--- config.mk ---
export PLATFORM = sky130hd
export DESIGN_NAME = form_field_value_extractor
export DESIGN_NICKNAME = d
export VERILOG_FILES = /design/src/hdl/ffve_pkg.sv /design/src/hdl/ffve_cell.sv /design/src/hdl/ffve_ctrl.sv /design/src/hdl/ffve_fifo.sv /design/src/hdl/form_field_value_extractor.sv
export SDC_FILE = /design/constraint.sdc
export NUM_CORES = 1
export LEC_CHECK = 0
export CORE_MARGIN = 2
export CORE_UTILIZATION = 25
export DETAILED_ROUTE_END_ITERATION = 8
export DONT_BUFFER_PORTS = 1
export GPL_ROUTABILITY_DRIVEN = 0
export PLACE_DENSITY = 0.5
export SKIP_CTS_REPAIR_TIMING = 1
export SLEW_MARGIN = 20
export SYNTH_ARGS = -nofsm -noshare
export SYNTH_HDL_FRONTEND = slang
export SYNTH_SLANG_ARGS = --single-unit
--- constraint.sdc ---
create_clock -name clk -period 7 [get_ports clk]
set_input_delay 0.35 -clock clk [delete_from_list [all_inputs] [get_ports clk]]
set_output_delay 0.35 -clock clk [all_outputs]
set_load 0.1 [all_outputs]
--- src/hdl/ffve_pkg.sv ---
// Shared types, constants and helpers for the form field value extractor.
// No dependencies; every module of the block imports this package.
`timescale 1ns / 1ps

package ffve_pkg;

	localparam int unsigned MAX_TAG_CHARS = 8;
	localparam int unsigned TAG_LEN_W     = 4;
	localparam int unsigned RES_DEPTH     = 4;
	localparam int unsigned RES_PTR_W     = $clog2(RES_DEPTH);
	localparam int unsigned RES_LVL_W     = $clog2(RES_DEPTH + 1);

	// configuration register indexes
	localparam logic [1:0] REG_TAG_TEXT   = 2'd0;
	localparam logic [1:0] REG_TAG_LENGTH = 2'd1;
	localparam logic [1:0] REG_MAX_LENGTH = 2'd2;

	localparam logic [63:0]          TAG_TEXT_RST   = 64'd0;
	localparam logic [TAG_LEN_W-1:0] TAG_LENGTH_RST = 4'd1;
	localparam logic [7:0]           MAX_LENGTH_RST = 8'd32;

	// result kinds
	localparam logic [1:0] KIND_BYTE      = 2'd0;
	localparam logic [1:0] KIND_DONE      = 2'd1;
	localparam logic [1:0] KIND_NOT_FOUND = 2'd2;

	localparam logic [7:0] CH_EQ    = 8'h3D;
	localparam logic [7:0] CH_AMP   = 8'h26;
	localparam logic [7:0] CH_PCT   = 8'h25;
	localparam logic [7:0] CH_PLUS  = 8'h2B;
	localparam logic [7:0] CH_SPACE = 8'h20;

	typedef enum logic [2:0] {
		PH_SEARCH,
		PH_SEEK_EQ,
		PH_VALUE,
		PH_ESCAPE,
		PH_DONE
	} phase_t;

	// escape digit tracking
	localparam logic [1:0] ESC_NONE    = 2'd0;
	localparam logic [1:0] ESC_ONE_HEX = 2'd1;
	localparam logic [1:0] ESC_BAD     = 2'd2;

	typedef struct packed {
		logic [7:0] body_byte;
		logic       body_last;
	} body_word_t;

	typedef struct packed {
		logic [1:0] result_kind;
		logic [7:0] decoded_byte;
		logic [7:0] value_length;
	} result_word_t;

	// up to two result words produced by a body word
	typedef struct packed {
		logic [1:0]   count;
		result_word_t first;
		result_word_t second;
	} result_pair_t;

	function automatic logic [7:0] fold_case(input logic [7:0] c);
		if (c >= 8'h41 && c <= 8'h5A)
			return c + 8'd32;
		return c;
	endfunction

	// bit 4 set means not a hex digit
	function automatic logic [4:0] hex_value(input logic [7:0] c);
		if (c >= 8'h30 && c <= 8'h39)
			return 5'(c - 8'h30);
		if (c >= 8'h61 && c <= 8'h66)
			return 5'(c - 8'h61 + 8'd10);
		if (c >= 8'h41 && c <= 8'h46)
			return 5'(c - 8'h41 + 8'd10);
		return 5'd16;
	endfunction

	function automatic result_word_t make_result(input logic [1:0] kind,
			input logic [7:0] data, input logic [7:0] len);
		result_word_t r;
		r.result_kind  = kind;
		r.decoded_byte = data;
		r.value_length = len;
		return r;
	endfunction

endpackage

--- src/hdl/ffve_cell.sv ---
// One position of the tag match window: holds a byte, passes it on, compares.
// Depends on ffve_pkg.
`timescale 1ns / 1ps

module ffve_cell
	import ffve_pkg::*;
(
	input  logic       clk,
	input  logic       arst_n,
	input  logic       shift,
	input  logic       clear,
	input  logic [7:0] din,
	input  logic [7:0] tag_char,
	input  logic       active,
	output logic [7:0] dout,
	output logic       hit
);

	logic [7:0] byte_q;

	always_ff @(posedge clk or negedge arst_n) begin
		if (!arst_n) begin
			byte_q <= '0;
		end else if (clear) begin
			byte_q <= '0;
		end else if (shift) begin
			byte_q <= din;
		end
	end

	assign dout = byte_q;

	// compare against the byte this cell takes on the shift
	assign hit = !active || (tag_char != 8'd0 && fold_case(tag_char) == fold_case(din));

endmodule

--- src/hdl/ffve_ctrl.sv ---
// Extraction sequencer: phase, escape decode and emitted count per body word.
// Depends on ffve_pkg; takes the window match from the cell row.
`timescale 1ns / 1ps

module ffve_ctrl
	import ffve_pkg::*;
(
	input  logic                 clk,
	input  logic                 arst_n,
	input  logic                 accept,
	input  body_word_t           body,
	input  logic                 tag_match,
	input  logic                 len_zero,
	input  logic [7:0]           max_len,
	output phase_t               phase,
	output result_pair_t         res
);

	phase_t     phase_q, ph_n;
	logic [1:0] seen_q, seen_n;
	logic [7:0] acc_q, acc_n;
	logic [7:0] cnt_q, cnt_n;
	logic       fin, emit;
	logic [7:0] emit_byte;
	logic [4:0] hv;
	logic [7:0] b;

	assign b  = body.body_byte;
	assign hv = hex_value(b);

	always_comb begin
		ph_n      = phase_q;
		seen_n    = seen_q;
		acc_n     = acc_q;
		cnt_n     = cnt_q;
		fin       = 1'b0;
		emit      = 1'b0;
		emit_byte = '0;
		res       = '0;

		if (phase_q != PH_DONE && b == 8'd0) begin
			fin = 1'b1;
		end else if (phase_q != PH_DONE) begin
			if (phase_q == PH_SEARCH && len_zero)
				ph_n = PH_SEEK_EQ;
			case (ph_n)
				PH_SEARCH: begin
					if (tag_match)
						ph_n = PH_SEEK_EQ;
				end
				PH_SEEK_EQ: begin
					if (b == CH_EQ) begin
						ph_n = PH_VALUE;
						if (cnt_q >= max_len)
							fin = 1'b1;
					end
				end
				PH_VALUE: begin
					if (cnt_q >= max_len || b == CH_AMP) begin
						fin = 1'b1;
					end else if (b == CH_PCT) begin
						ph_n   = PH_ESCAPE;
						seen_n = ESC_NONE;
						acc_n  = '0;
					end else begin
						emit      = 1'b1;
						emit_byte = (b == CH_PLUS) ? CH_SPACE : b;
					end
				end
				PH_ESCAPE: begin
					if (seen_q == ESC_NONE) begin
						if (!hv[4]) begin
							acc_n  = {4'd0, hv[3:0]};
							seen_n = ESC_ONE_HEX;
						end else begin
							acc_n  = '0;
							seen_n = ESC_BAD;
						end
					end else begin
						emit_byte = acc_q;
						if (seen_q == ESC_ONE_HEX && !hv[4])
							emit_byte = {acc_q[3:0], hv[3:0]};
						acc_n  = emit_byte;
						seen_n = ESC_NONE;
						emit   = 1'b1;
					end
				end
				default: ;
			endcase
		end

		if (emit) begin
			res.first = make_result(KIND_BYTE, emit_byte, 8'd0);
			res.count = 2'd1;
			cnt_n     = cnt_q + 8'd1;
			ph_n      = PH_VALUE;
			if (cnt_n >= max_len)
				fin = 1'b1;
		end

		// terminal word goes after any value byte of the same body word
		if ((fin || body.body_last) && ph_n != PH_DONE) begin
			if (ph_n == PH_VALUE || ph_n == PH_ESCAPE) begin
				if (res.count == 2'd0)
					res.first = make_result(KIND_DONE, 8'd0, cnt_n);
				else
					res.second = make_result(KIND_DONE, 8'd0, cnt_n);
			end else begin
				if (res.count == 2'd0)
					res.first = make_result(KIND_NOT_FOUND, 8'd0, 8'd0);
				else
					res.second = make_result(KIND_NOT_FOUND, 8'd0, 8'd0);
			end
			res.count = res.count + 2'd1;
			ph_n      = PH_DONE;
		end

		// end of body: start over for the next one
		if (body.body_last) begin
			ph_n   = PH_SEARCH;
			seen_n = ESC_NONE;
			acc_n  = '0;
			cnt_n  = '0;
		end
	end

	always_ff @(posedge clk or negedge arst_n) begin
		if (!arst_n) begin
			phase_q <= PH_SEARCH;
			seen_q  <= ESC_NONE;
			acc_q   <= '0;
			cnt_q   <= '0;
		end else if (accept) begin
			phase_q <= ph_n;
			seen_q  <= seen_n;
			acc_q   <= acc_n;
			cnt_q   <= cnt_n;
		end
	end

	assign phase = phase_q;

endmodule

--- src/hdl/ffve_fifo.sv ---
// Result queue: takes up to two words per cycle, hands out one per cycle.
// Depends on ffve_pkg.
`timescale 1ns / 1ps

module ffve_fifo
	import ffve_pkg::*;
(
	input  logic                 clk,
	input  logic                 arst_n,
	input  logic                 push,
	input  result_pair_t         din,
	input  logic                 pop,
	output result_word_t         dout,
	output logic [RES_LVL_W-1:0] level
);

	result_word_t         mem_q [RES_DEPTH];
	logic [RES_PTR_W-1:0] wr_q, rd_q;
	logic [RES_LVL_W-1:0] level_q;
	logic [1:0]           n_in;

	assign n_in = push ? din.count : 2'd0;

	always_ff @(posedge clk) begin
		if (n_in != 2'd0)
			mem_q[wr_q] <= din.first;
		if (n_in == 2'd2)
			mem_q[wr_q + RES_PTR_W'(1)] <= din.second;
	end

	always_ff @(posedge clk or negedge arst_n) begin
		if (!arst_n) begin
			wr_q    <= '0;
			rd_q    <= '0;
			level_q <= '0;
		end else begin
			wr_q    <= wr_q + RES_PTR_W'(n_in);
			rd_q    <= rd_q + RES_PTR_W'(pop);
			level_q <= level_q + RES_LVL_W'(n_in) - RES_LVL_W'(pop);
		end
	end

	assign dout  = mem_q[rd_q];
	assign level = level_q;

endmodule

--- src/hdl/form_field_value_extractor.sv ---
// Top level of the form field value extractor: config registers, match cell row,
// sequencer and result queue. Depends on ffve_pkg, ffve_cell, ffve_ctrl, ffve_fifo.
//
// Usage:
//  - body channel: one body byte per word, body_last on the final byte of a body.
//  - result channel: one word per decoded value byte (kind 0), then one terminal
//    word: kind 1 with the value length, or kind 2 when the tag or '=' is missing.
//    Bytes after the terminal word are dropped up to the end of the body.
//  - cfg channel: cfg_index 0 tag text, 1 tag length, 2 max value length;
//    always ready, takes effect for the next body word. Write only while idle.
//  - A body word's result words are written into the result queue when it is taken.
//  - Throughput: one body word per cycle while body_ready is high. A body word yields at most two result
//    words; the four-word result queue takes both in the same cycle.
//  - body_ready is high while at least two queue slots are free, so a stalled
//    receiver holds the body side once three or four words are queued.
//  - Reset clears the window cells, the sequencer and the queue; the registers
//    return to tag length 1, empty tag text and max value length 32.
`timescale 1ns / 1ps

module form_field_value_extractor
	import ffve_pkg::*;
(
	input  logic         clk,
	input  logic         arst_n,
	input  logic         body_valid,
	output logic         body_ready,
	input  body_word_t   body,
	output logic         result_valid,
	input  logic         result_ready,
	output result_word_t result,
	input  logic         cfg_valid,
	output logic         cfg_ready,
	input  logic [1:0]   cfg_index,
	input  logic [63:0]  cfg_data
);

	logic [63:0]          tag_text_q;
	logic [TAG_LEN_W-1:0] tag_length_q;
	logic [7:0]           max_len_q;

	logic [TAG_LEN_W-1:0] len;
	logic                 accept, shift, clear, tag_match;
	phase_t               phase;
	result_pair_t         res;
	logic [RES_LVL_W-1:0] level;

	logic [7:0] chain [MAX_TAG_CHARS+1];
	logic [MAX_TAG_CHARS-1:0] hits;

	assign cfg_ready = 1'b1;

	always_ff @(posedge clk or negedge arst_n) begin
		if (!arst_n) begin
			tag_text_q   <= TAG_TEXT_RST;
			tag_length_q <= TAG_LENGTH_RST;
			max_len_q    <= MAX_LENGTH_RST;
		end else if (cfg_valid) begin
			case (cfg_index)
				REG_TAG_TEXT:   tag_text_q   <= cfg_data;
				REG_TAG_LENGTH: tag_length_q <= cfg_data[TAG_LEN_W-1:0];
				REG_MAX_LENGTH: max_len_q    <= cfg_data[7:0];
				default: ;
			endcase
		end
	end

	assign len = (tag_length_q > TAG_LEN_W'(MAX_TAG_CHARS)) ?
		TAG_LEN_W'(MAX_TAG_CHARS) : tag_length_q;

	assign body_ready = level <= RES_LVL_W'(RES_DEPTH - 2);
	assign accept     = body_valid && body_ready;
	assign clear      = accept && body.body_last;
	assign shift      = accept && phase == PH_SEARCH && body.body_byte != 8'd0
		&& len != '0;

	assign chain[0] = body.body_byte;

	for (genvar j = 0; j < MAX_TAG_CHARS; j++) begin : g_cell
		logic [TAG_LEN_W-1:0] idx;
		logic                 active;

		// cell j takes in the byte j positions back; it meets tag char len-1-j
		assign active = TAG_LEN_W'(j) < len;
		assign idx    = len - TAG_LEN_W'(j) - TAG_LEN_W'(1);

		ffve_cell u_cell (
			.clk      (clk),
			.arst_n   (arst_n),
			.shift    (shift),
			.clear    (clear),
			.din      (chain[j]),
			.tag_char (tag_text_q[{idx[2:0], 3'b000} +: 8]),
			.active   (active),
			.dout     (chain[j+1]),
			.hit      (hits[j])
		);
	end

	assign tag_match = &hits;

	ffve_ctrl u_ctrl (
		.clk       (clk),
		.arst_n    (arst_n),
		.accept    (accept),
		.body      (body),
		.tag_match (tag_match),
		.len_zero  (len == '0),
		.max_len   (max_len_q),
		.phase     (phase),
		.res       (res)
	);

	ffve_fifo u_fifo (
		.clk    (clk),
		.arst_n (arst_n),
		.push   (accept),
		.din    (res),
		.pop    (result_valid && result_ready),
		.dout   (result),
		.level  (level)
	);

	assign result_valid = level != '0;

	a_no_overflow: assert property (@(posedge clk) disable iff (!arst_n)
		level <= RES_LVL_W'(RES_DEPTH))
		else $error("result queue overflow");

	a_body_restart: assert property (@(posedge clk) disable iff (!arst_n)
		accept && body.body_last |=> phase == PH_SEARCH)
		else $error("sequencer did not restart after last body word");

	a_terminal_clean: assert property (@(posedge clk) disable iff (!arst_n)
		result_valid && result.result_kind != KIND_BYTE |-> result.decoded_byte == 8'd0)
		else $error("terminal word carries a data byte");

	a_two_words_one_result_then_done: assert property (@(posedge clk) disable iff (!arst_n)
		accept && res.count == 2'd2 |-> res.first.result_kind == KIND_BYTE
			&& res.second.result_kind == KIND_DONE)
		else $error("bad pair of result words");

endmodule
Word level (Yosys, flattened, before mapping)
Memories as Yosys holds them, arrays and structs flattened.
Cells that the tools add are included.
- register bits after elaboration: 160
- RAM bits: 72
- memories: 1
- memories (memory ; depth ; bits a word ; read ports ; clocked after Yosys merged registers in ; write ports ; RTL line ; RTL):
    u_fifo.mem_q ; 4 ; 18 ; 1 ; 0 ; 2 ; ffve_fifo.sv:17 ; result_word_t mem_q [RES_DEPTH];
- add/sub/neg operators: 42
- order comparisons: 49
- eq/ne operators: 26
- shift-type cells: 8
- mux-type cells: 140
- reduce and logical (&&, ||, !) cells: 84
- operator list (kind ; number):
    64-bit by 7-bit variable part select with 8-bit output ; 8
    8-bit two-way mux ; 61
    8-bit by 7-bit <= comparator with 1-bit output, second input constant ; 18
    8-bit by 7-bit greater-or-equal comparator with 1-bit output, second input constant ; 17
    8-bit by 6-bit adder with 8-bit output, second input constant ; 16
    8-bit nonzero test ; 9
    8-bit equality test ; 8
    18-bit two-way mux ; 3
    1-bit two-way mux ; 38
    38-bit two-way mux ; 1
    1-bit logical AND ; 37
    3-bit two-way mux ; 12
    36-bit two-way mux ; 1
    8-bit by 6-bit equality test with 1-bit output, second input constant ; 4
    8-bit case mux with 2 select lines ; 2
    5-bit two-way mux ; 6
    3-bit by 1-bit subtractor with 3-bit output, second input constant ; 8
    19-bit two-way mux ; 1
    17-bit two-way mux ; 1
    8-bit greater-or-equal comparator ; 2
    3-bit by 4-bit less-than comparator with 1-bit output, first input constant ; 4
    2-bit two-way mux ; 8
    3-bit by 2-bit equality test with 1-bit output, second input constant ; 4
    3-bit subtractor, second input constant ; 4
    39 further kinds ; 76

Depth between registers and ports, before layout
- word-level depth: 26
- gate-level depth with buffers: 22
- depth with buffers taken out: 16

Cells and area by module
A second synthesis with hierarchy kept.
- cells, all modules: 1432
- area total of the unflattened synthesis: 17251.5 µm²
- by module, submodules not included (module ; times used ; cells an instance ; area an instance (µm²) ; seq. area each (µm²)):
    form_field_value_extractor ; 1 ; 349 ; 5641.7 ; 1904.3
    ffve_cell ; 8 ; 70 ; 654.4 ; 200.2
    ffve_fifo ; 1 ; 218 ; 3923.8 ; 2337.2
    ffve_ctrl ; 1 ; 305 ; 2451.1 ; 525.5

Worst setup path after synthesis
Ideal clock, no wire load.
- path type: register -> register
- start: register tag_length_q[0]
- end: register u_ctrl.phase_q[0] (netlist: u_ctrl.phase[0])
- setup time: 0.092 ns
- arrival time: 4.386 ns
- slack: 2.522 ns
- stages on the path, launching flop included: 19
- clock period less this slack: 4.478 ns
- path through: dfstp_2 nor2b_2 buf_6 inv_2 buf_6 buf_8 buf_6 buf_2 ha_1 buf_1 mux4_2 inv_1 ha_1 and2_1 a2111oi_0 o2111ai_1 o31ai_1 a41oi_1 o31ai_2
- word-level cells in the longest chain between the ends: 22
- elaborated cells between the ends (all ways): 159
- RTL lines (element ; RTL line ; RTL):
    start, declared ; form_field_value_extractor.sv:38 ; logic [TAG_LEN_W-1:0] tag_length_q;
    start signal, assigned ; form_field_value_extractor.sv:60 ; REG_TAG_LENGTH: tag_length_q <= cfg_data[TAG_LEN_W-1:0];
    4-bit greater-than comparator ; form_field_value_extractor.sv:67 ; assign len = (tag_length_q > TAG_LEN_W'(MAX_TAG_CHARS)) ?
    4-bit two-way mux (*) ; form_field_value_extractor.sv:67 ;
    3-bit by 1-bit subtractor with 3-bit output (tied with other cells) ; form_field_value_extractor.sv:84 ; assign idx = len - TAG_LEN_W'(j) - TAG_LEN_W'(1);
    3-bit by 1-bit subtractor with 3-bit output ; form_field_value_extractor.sv:84 ;
    64-bit by 7-bit variable part select with 8-bit output ; form_field_value_extractor.sv:92 ; .tag_char (tag_text_q[{idx[2:0], 3'b000} +: 8]),
    8-bit by 7-bit greater-or-equal comparator with 1-bit output or 8-bit by 7-bit <= comparator with 1-bit output (tied branches) ; ffve_pkg.sv:65 ; if (c >= 8'h41 && c <= 8'h5A)
    1-bit logical AND ; ffve_pkg.sv:65 ;
    1-bit two-way mux ; ffve_pkg.sv:65 ;
    [... 6 more ...] ; n/a ;
    3-bit case mux with 3 select lines ; ffve_ctrl.sv:46 ; case (ph_n)
    3-bit two-way mux ; ffve_ctrl.sv:43 ; end else if (phase_q != PH_DONE) begin
    3-bit two-way mux ; ffve_ctrl.sv:41 ; if (phase_q != PH_DONE && b == 8'd0) begin
    3-bit two-way mux ; ffve_ctrl.sv:92 ; if (emit) begin
    3-bit inequality test ; ffve_ctrl.sv:102 ; if ((fin || body.body_last) && ph_n != PH_DONE) begin
    1-bit logical AND ; ffve_ctrl.sv:102 ;
    3-bit two-way mux (*) ; ffve_ctrl.sv:102 ;
    3-bit two-way mux (*) ; ffve_ctrl.sv:119 ; if (body.body_last) begin
    end signal, assigned ; ffve_ctrl.sv:134 ; phase_q <= ph_n;
    end, declared ; ffve_ctrl.sv:19 ; phase_t phase_q, ph_n;
Every way passes the cells marked *; elsewhere a longest branch is shown, timed or not. The select of a mux whose other input is x is not followed.
A chain may end at the register's enable or synchronous reset.

Final worst setup path
Ends and elaborated chain as after synthesis.

==> flow_summary.ini <==
[synth]
synth.distinct_cells = 87
avgSynthCellArea_um2 = 9.868
synth_ff_type = dfrtp_1
seq_area_frac_synth = 0.3638
synth_area_mm2 = 0.01608
synth_edf_count = 40
synth_seq_cells = 232
synth-async-reset-ratio = 0.6897
yosysWarnings = 0
synth_cells = 1629
synthesis.nets = 1760

[route]
wl_um = 50660
dr_wl_met2_um = 23620
remaining_drc_errors = 0
wl_per_cell_um = 20.18
topRoutingLayerUsed = met4
wl_met3_um = 3318
num_vias = 13050
firstDrtPassIters = 5
drt_iter0_drc = 1124
route.antenna.remaining_nets = 0
wl_met1_um = 22330
via_per_inst = 5.196

[clock_tree]
cts.clk_slew.worst_paths_ns = 0.07
cts_buffers = 25
tritoncts = built
clockRootBuffer = clkbuf_16
cts-htree-levels = 1
cts.sinks = 232
max-clock-path-buffers = 3
clk_latency_ns = 0.57

[final_layout]
finalNetCount = 1777
antenna_cells = 0
area_growth_pct = 14.81
drive_gt1_frac = 0.1508
final_util = 0.2915

[power]
p_sw_frac = 0.4446
irDropWorstVdd_mv = 0.1967
powerDensity_mw_per_mm2 = 355.1
pwr-share-seq = 0.295
p_switching_mw = 2.914
combPwrFrac = 0.489
power.static_leakage_nw = 7.177
power.clock.fraction = 0.216
intPower_mw = 3.640

[timing]
slew_headroom = 0.3193
finalSetupViolCount = 0
finalClockSkew_ns = 0.009058
period_minus_slack_ns = 5.130
finalCritPeriodShare = 0.7329
finalHoldViolCount = 0
grt_setup_unrepaired = false
setup_tns_ns = 0
max_freq_ghz = 0.1949
worst_pin_slew_ns = 1.013
drv_slew = 0

[setup_path]
path_class = register to register
end_kind = register
cp.arrival_ns = 5.61
cp-start-kind = register
required_ns = 7.48
worstPathMaxFanout = 50

[die]
core_area_mm2 = 0.06331
fp-row-count = 92
io_pins = 101
initial_utilization = 0.2539
die_x_um = 257.6
die_height_um = 257.6
die_area_mm2 = 0.06634

[global_routing]
grt_pass1_vias = 12800
grt_start_max_net_pins = 161
overflow = 0
grt_pass1_wl_um = 77720
antenna_found_initial = 0
grt_use_total = 0.1477

[placed_design]
hpwlAfterDp_um = 37050
portBuffers = 0

[run_status]
status = finished clean

[flow_run]
maxCapViolations = 0

[hold_path]
hold_path_class = primary input to register
-- registers in the layout (all words and copies together), names as in the netlist --
| name | count |
|---|---|
| g_cell.u_cell.dout | 56 |
| u_ctrl.phase | 3 |
| u_fifo.mem_q | 72 |
| u_ctrl.seen_q | 2 |
| tag_text_q | 64 |
| u_ctrl.acc_q | 8 |
| u_fifo.level | 3 |
| u_ctrl.cnt_q | 8 |
| tag_length_q | 4 |
| u_fifo.rd_q | 2 |
| u_fifo.wr_q | 2 |
| max_len_q | 8 |
-- synth_stat cells, types with 7 or more instances --
cell	count	area [µm²]
or2_2	7	43.79
nand3_1	33	165.2
a22o_1	10	87.58
dfxtp_1	32	640.6
xnor2_1	50	437.9
and2_1	10	62.56
nand2_1	258	968.4
a211oi_1	8	60.06
clkbuf_1	68	255.2
or3_1	10	62.56
xor2_1	24	210.2
nor2_1	65	244.0
buf_1	8	30.03
ha_1	50	625.6
a22oi_1	8	60.06
nor3_1	33	165.2
dfrtp_1	158	3954
a21o_1	7	52.55
buf_2	9	45.04
o22ai_1	38	237.7
o21ai_0	65	325.3
a31oi_1	13	81.33
inv_1	74	277.8
mux2_2	79	889.6
a21oi_1	107	535.5
nor2b_1	12	75.07
mux2i_1	96	960.9
mux4_2	83	1869
edfxtp_1	40	1201
and3_1	14	87.58
nand4_1	14	87.58
-- placed cells by master, fill, tap and decap left out, drive strengths merged, types with 66 or more instances in the layout --
cell type	n
nand2	258
mux4	83
inv	80
nor2	66
dfrtp	158
o21ai	71
mux2	84
a21oi	107
mux2i	96
dlygate4sd3	74
-- power by group through the flow --
stage | clock, mW | sequential, mW | combinational, mW
2_1_floorplan | 0 | 1.75 | 2.60
3_3_place_gp | 0 | 1.96 | 3.06
3_5_place_dp | 0 | 1.96 | 3.12
4_1_cts | 1.45 | 1.94 | 3.13
5_1_grt | 1.51 | 1.97 | 3.48
6_report | 1.41 | 1.94 | 3.21
-- stage by stage --
stage / setup WS, ns / instance area, µm² / instances / hold slack, ns / total power [mW]
3_3_place_gp: 2.067 / 16830 / 2390 / 0.07916 / 5.013
5_1_grt: 1.349 / 18460 / 2511 / 0.06021 / 6.960
3_5_place_dp: 1.933 / 16830 / 2390 / 0.07897 / 5.076
4_1_cts: 1.915 / 17690 / 2436 / -0.5284 / 6.519
6_report: 1.870 / 18460 / 2511 / 0.06021 / 6.554
2_1_floorplan: 2.522 / 16080 / 1629 / 0.05441 / 4.356
-- layer usage --
| layer | track usage | vias to the layer above |
|---|---|---|
| li1 | - | 6011 |
| met1 | 0.2002 | 6506 |
| met2 | 0.2438 | 444 |
| met3 | 0.02493 | 85 |
| met4 | 0.03838 | 0 |
| met5 | 0 | - |
-- worst max-delay path, stage by stage, from the launching register on --
cell,delay (ns)
dfstp_2,0.55
nor2b_4,0.14
buf_4,0.60
inv_2,0.07
ha_1,0.98
mux4_2,0.68
inv_1,0.09
ha_1,0.24
and2_1,0.14
a2111oi_0,0.47
o2111ai_1,0.21
o31ai_1,0.35
a41oi_1,0.21
o31ai_2,0.27
-- worst paths after layout --
| kind | from | endpoint | slack [ns] | cells past startpoint |
|---|---|---|---|---|
| worst max-delay path | tag_length_q[0] | u_ctrl.phase[0] | 1.87 | 13 |
| worst min-delay path | body[0] | u_ctrl.seen_q[0] | 0.06 | 2 |
| worst max register to register | tag_length_q[0] | u_ctrl.phase[0] | 1.87 | 13 |
| worst min register to register | u_fifo.mem_q[3][14] | u_fifo.mem_q[3][14] | 0.47 | 2 |
| max in group asynchronous | arst_n | tag_text_q[0] | 5.80 | 2 |
| min in group asynchronous | arst_n | tag_text_q[27] | 0.41 | 2 |
-- layout make-up --
| cell class | count | area, µm² |
|---|---|---|
| fillers | 6636 | 44850 |
| multi-input cells | 1224 | 9550 |
| flip-flops and latches | 232 | 5848 |
| well taps | 846 | 1059 |
| repair buffers | 87 | 858.3 |
| clock buffers | 29 | 660.6 |
| inverters | 76 | 285.3 |
| clock inverters | 17 | 195.2 |
-- cell families (layout without fill, tap and decap cells) --
logic type	after synthesis	after routing	synth area share
AO/OA/AOI/OAI	340	340	0.1340
XOR/XNOR	74	74	0.04032
adder cells (fa/ha/maj)	51	51	0.04016
buffers and inverters	173	209	0.04553
flip-flops	232	232	0.3638
multiplexers	263	263	0.2351
other	1	1	0.0002333
AND/OR/NAND/NOR	495	495	0.1408
Note: power is estimated with default switching activity, not from simulation.
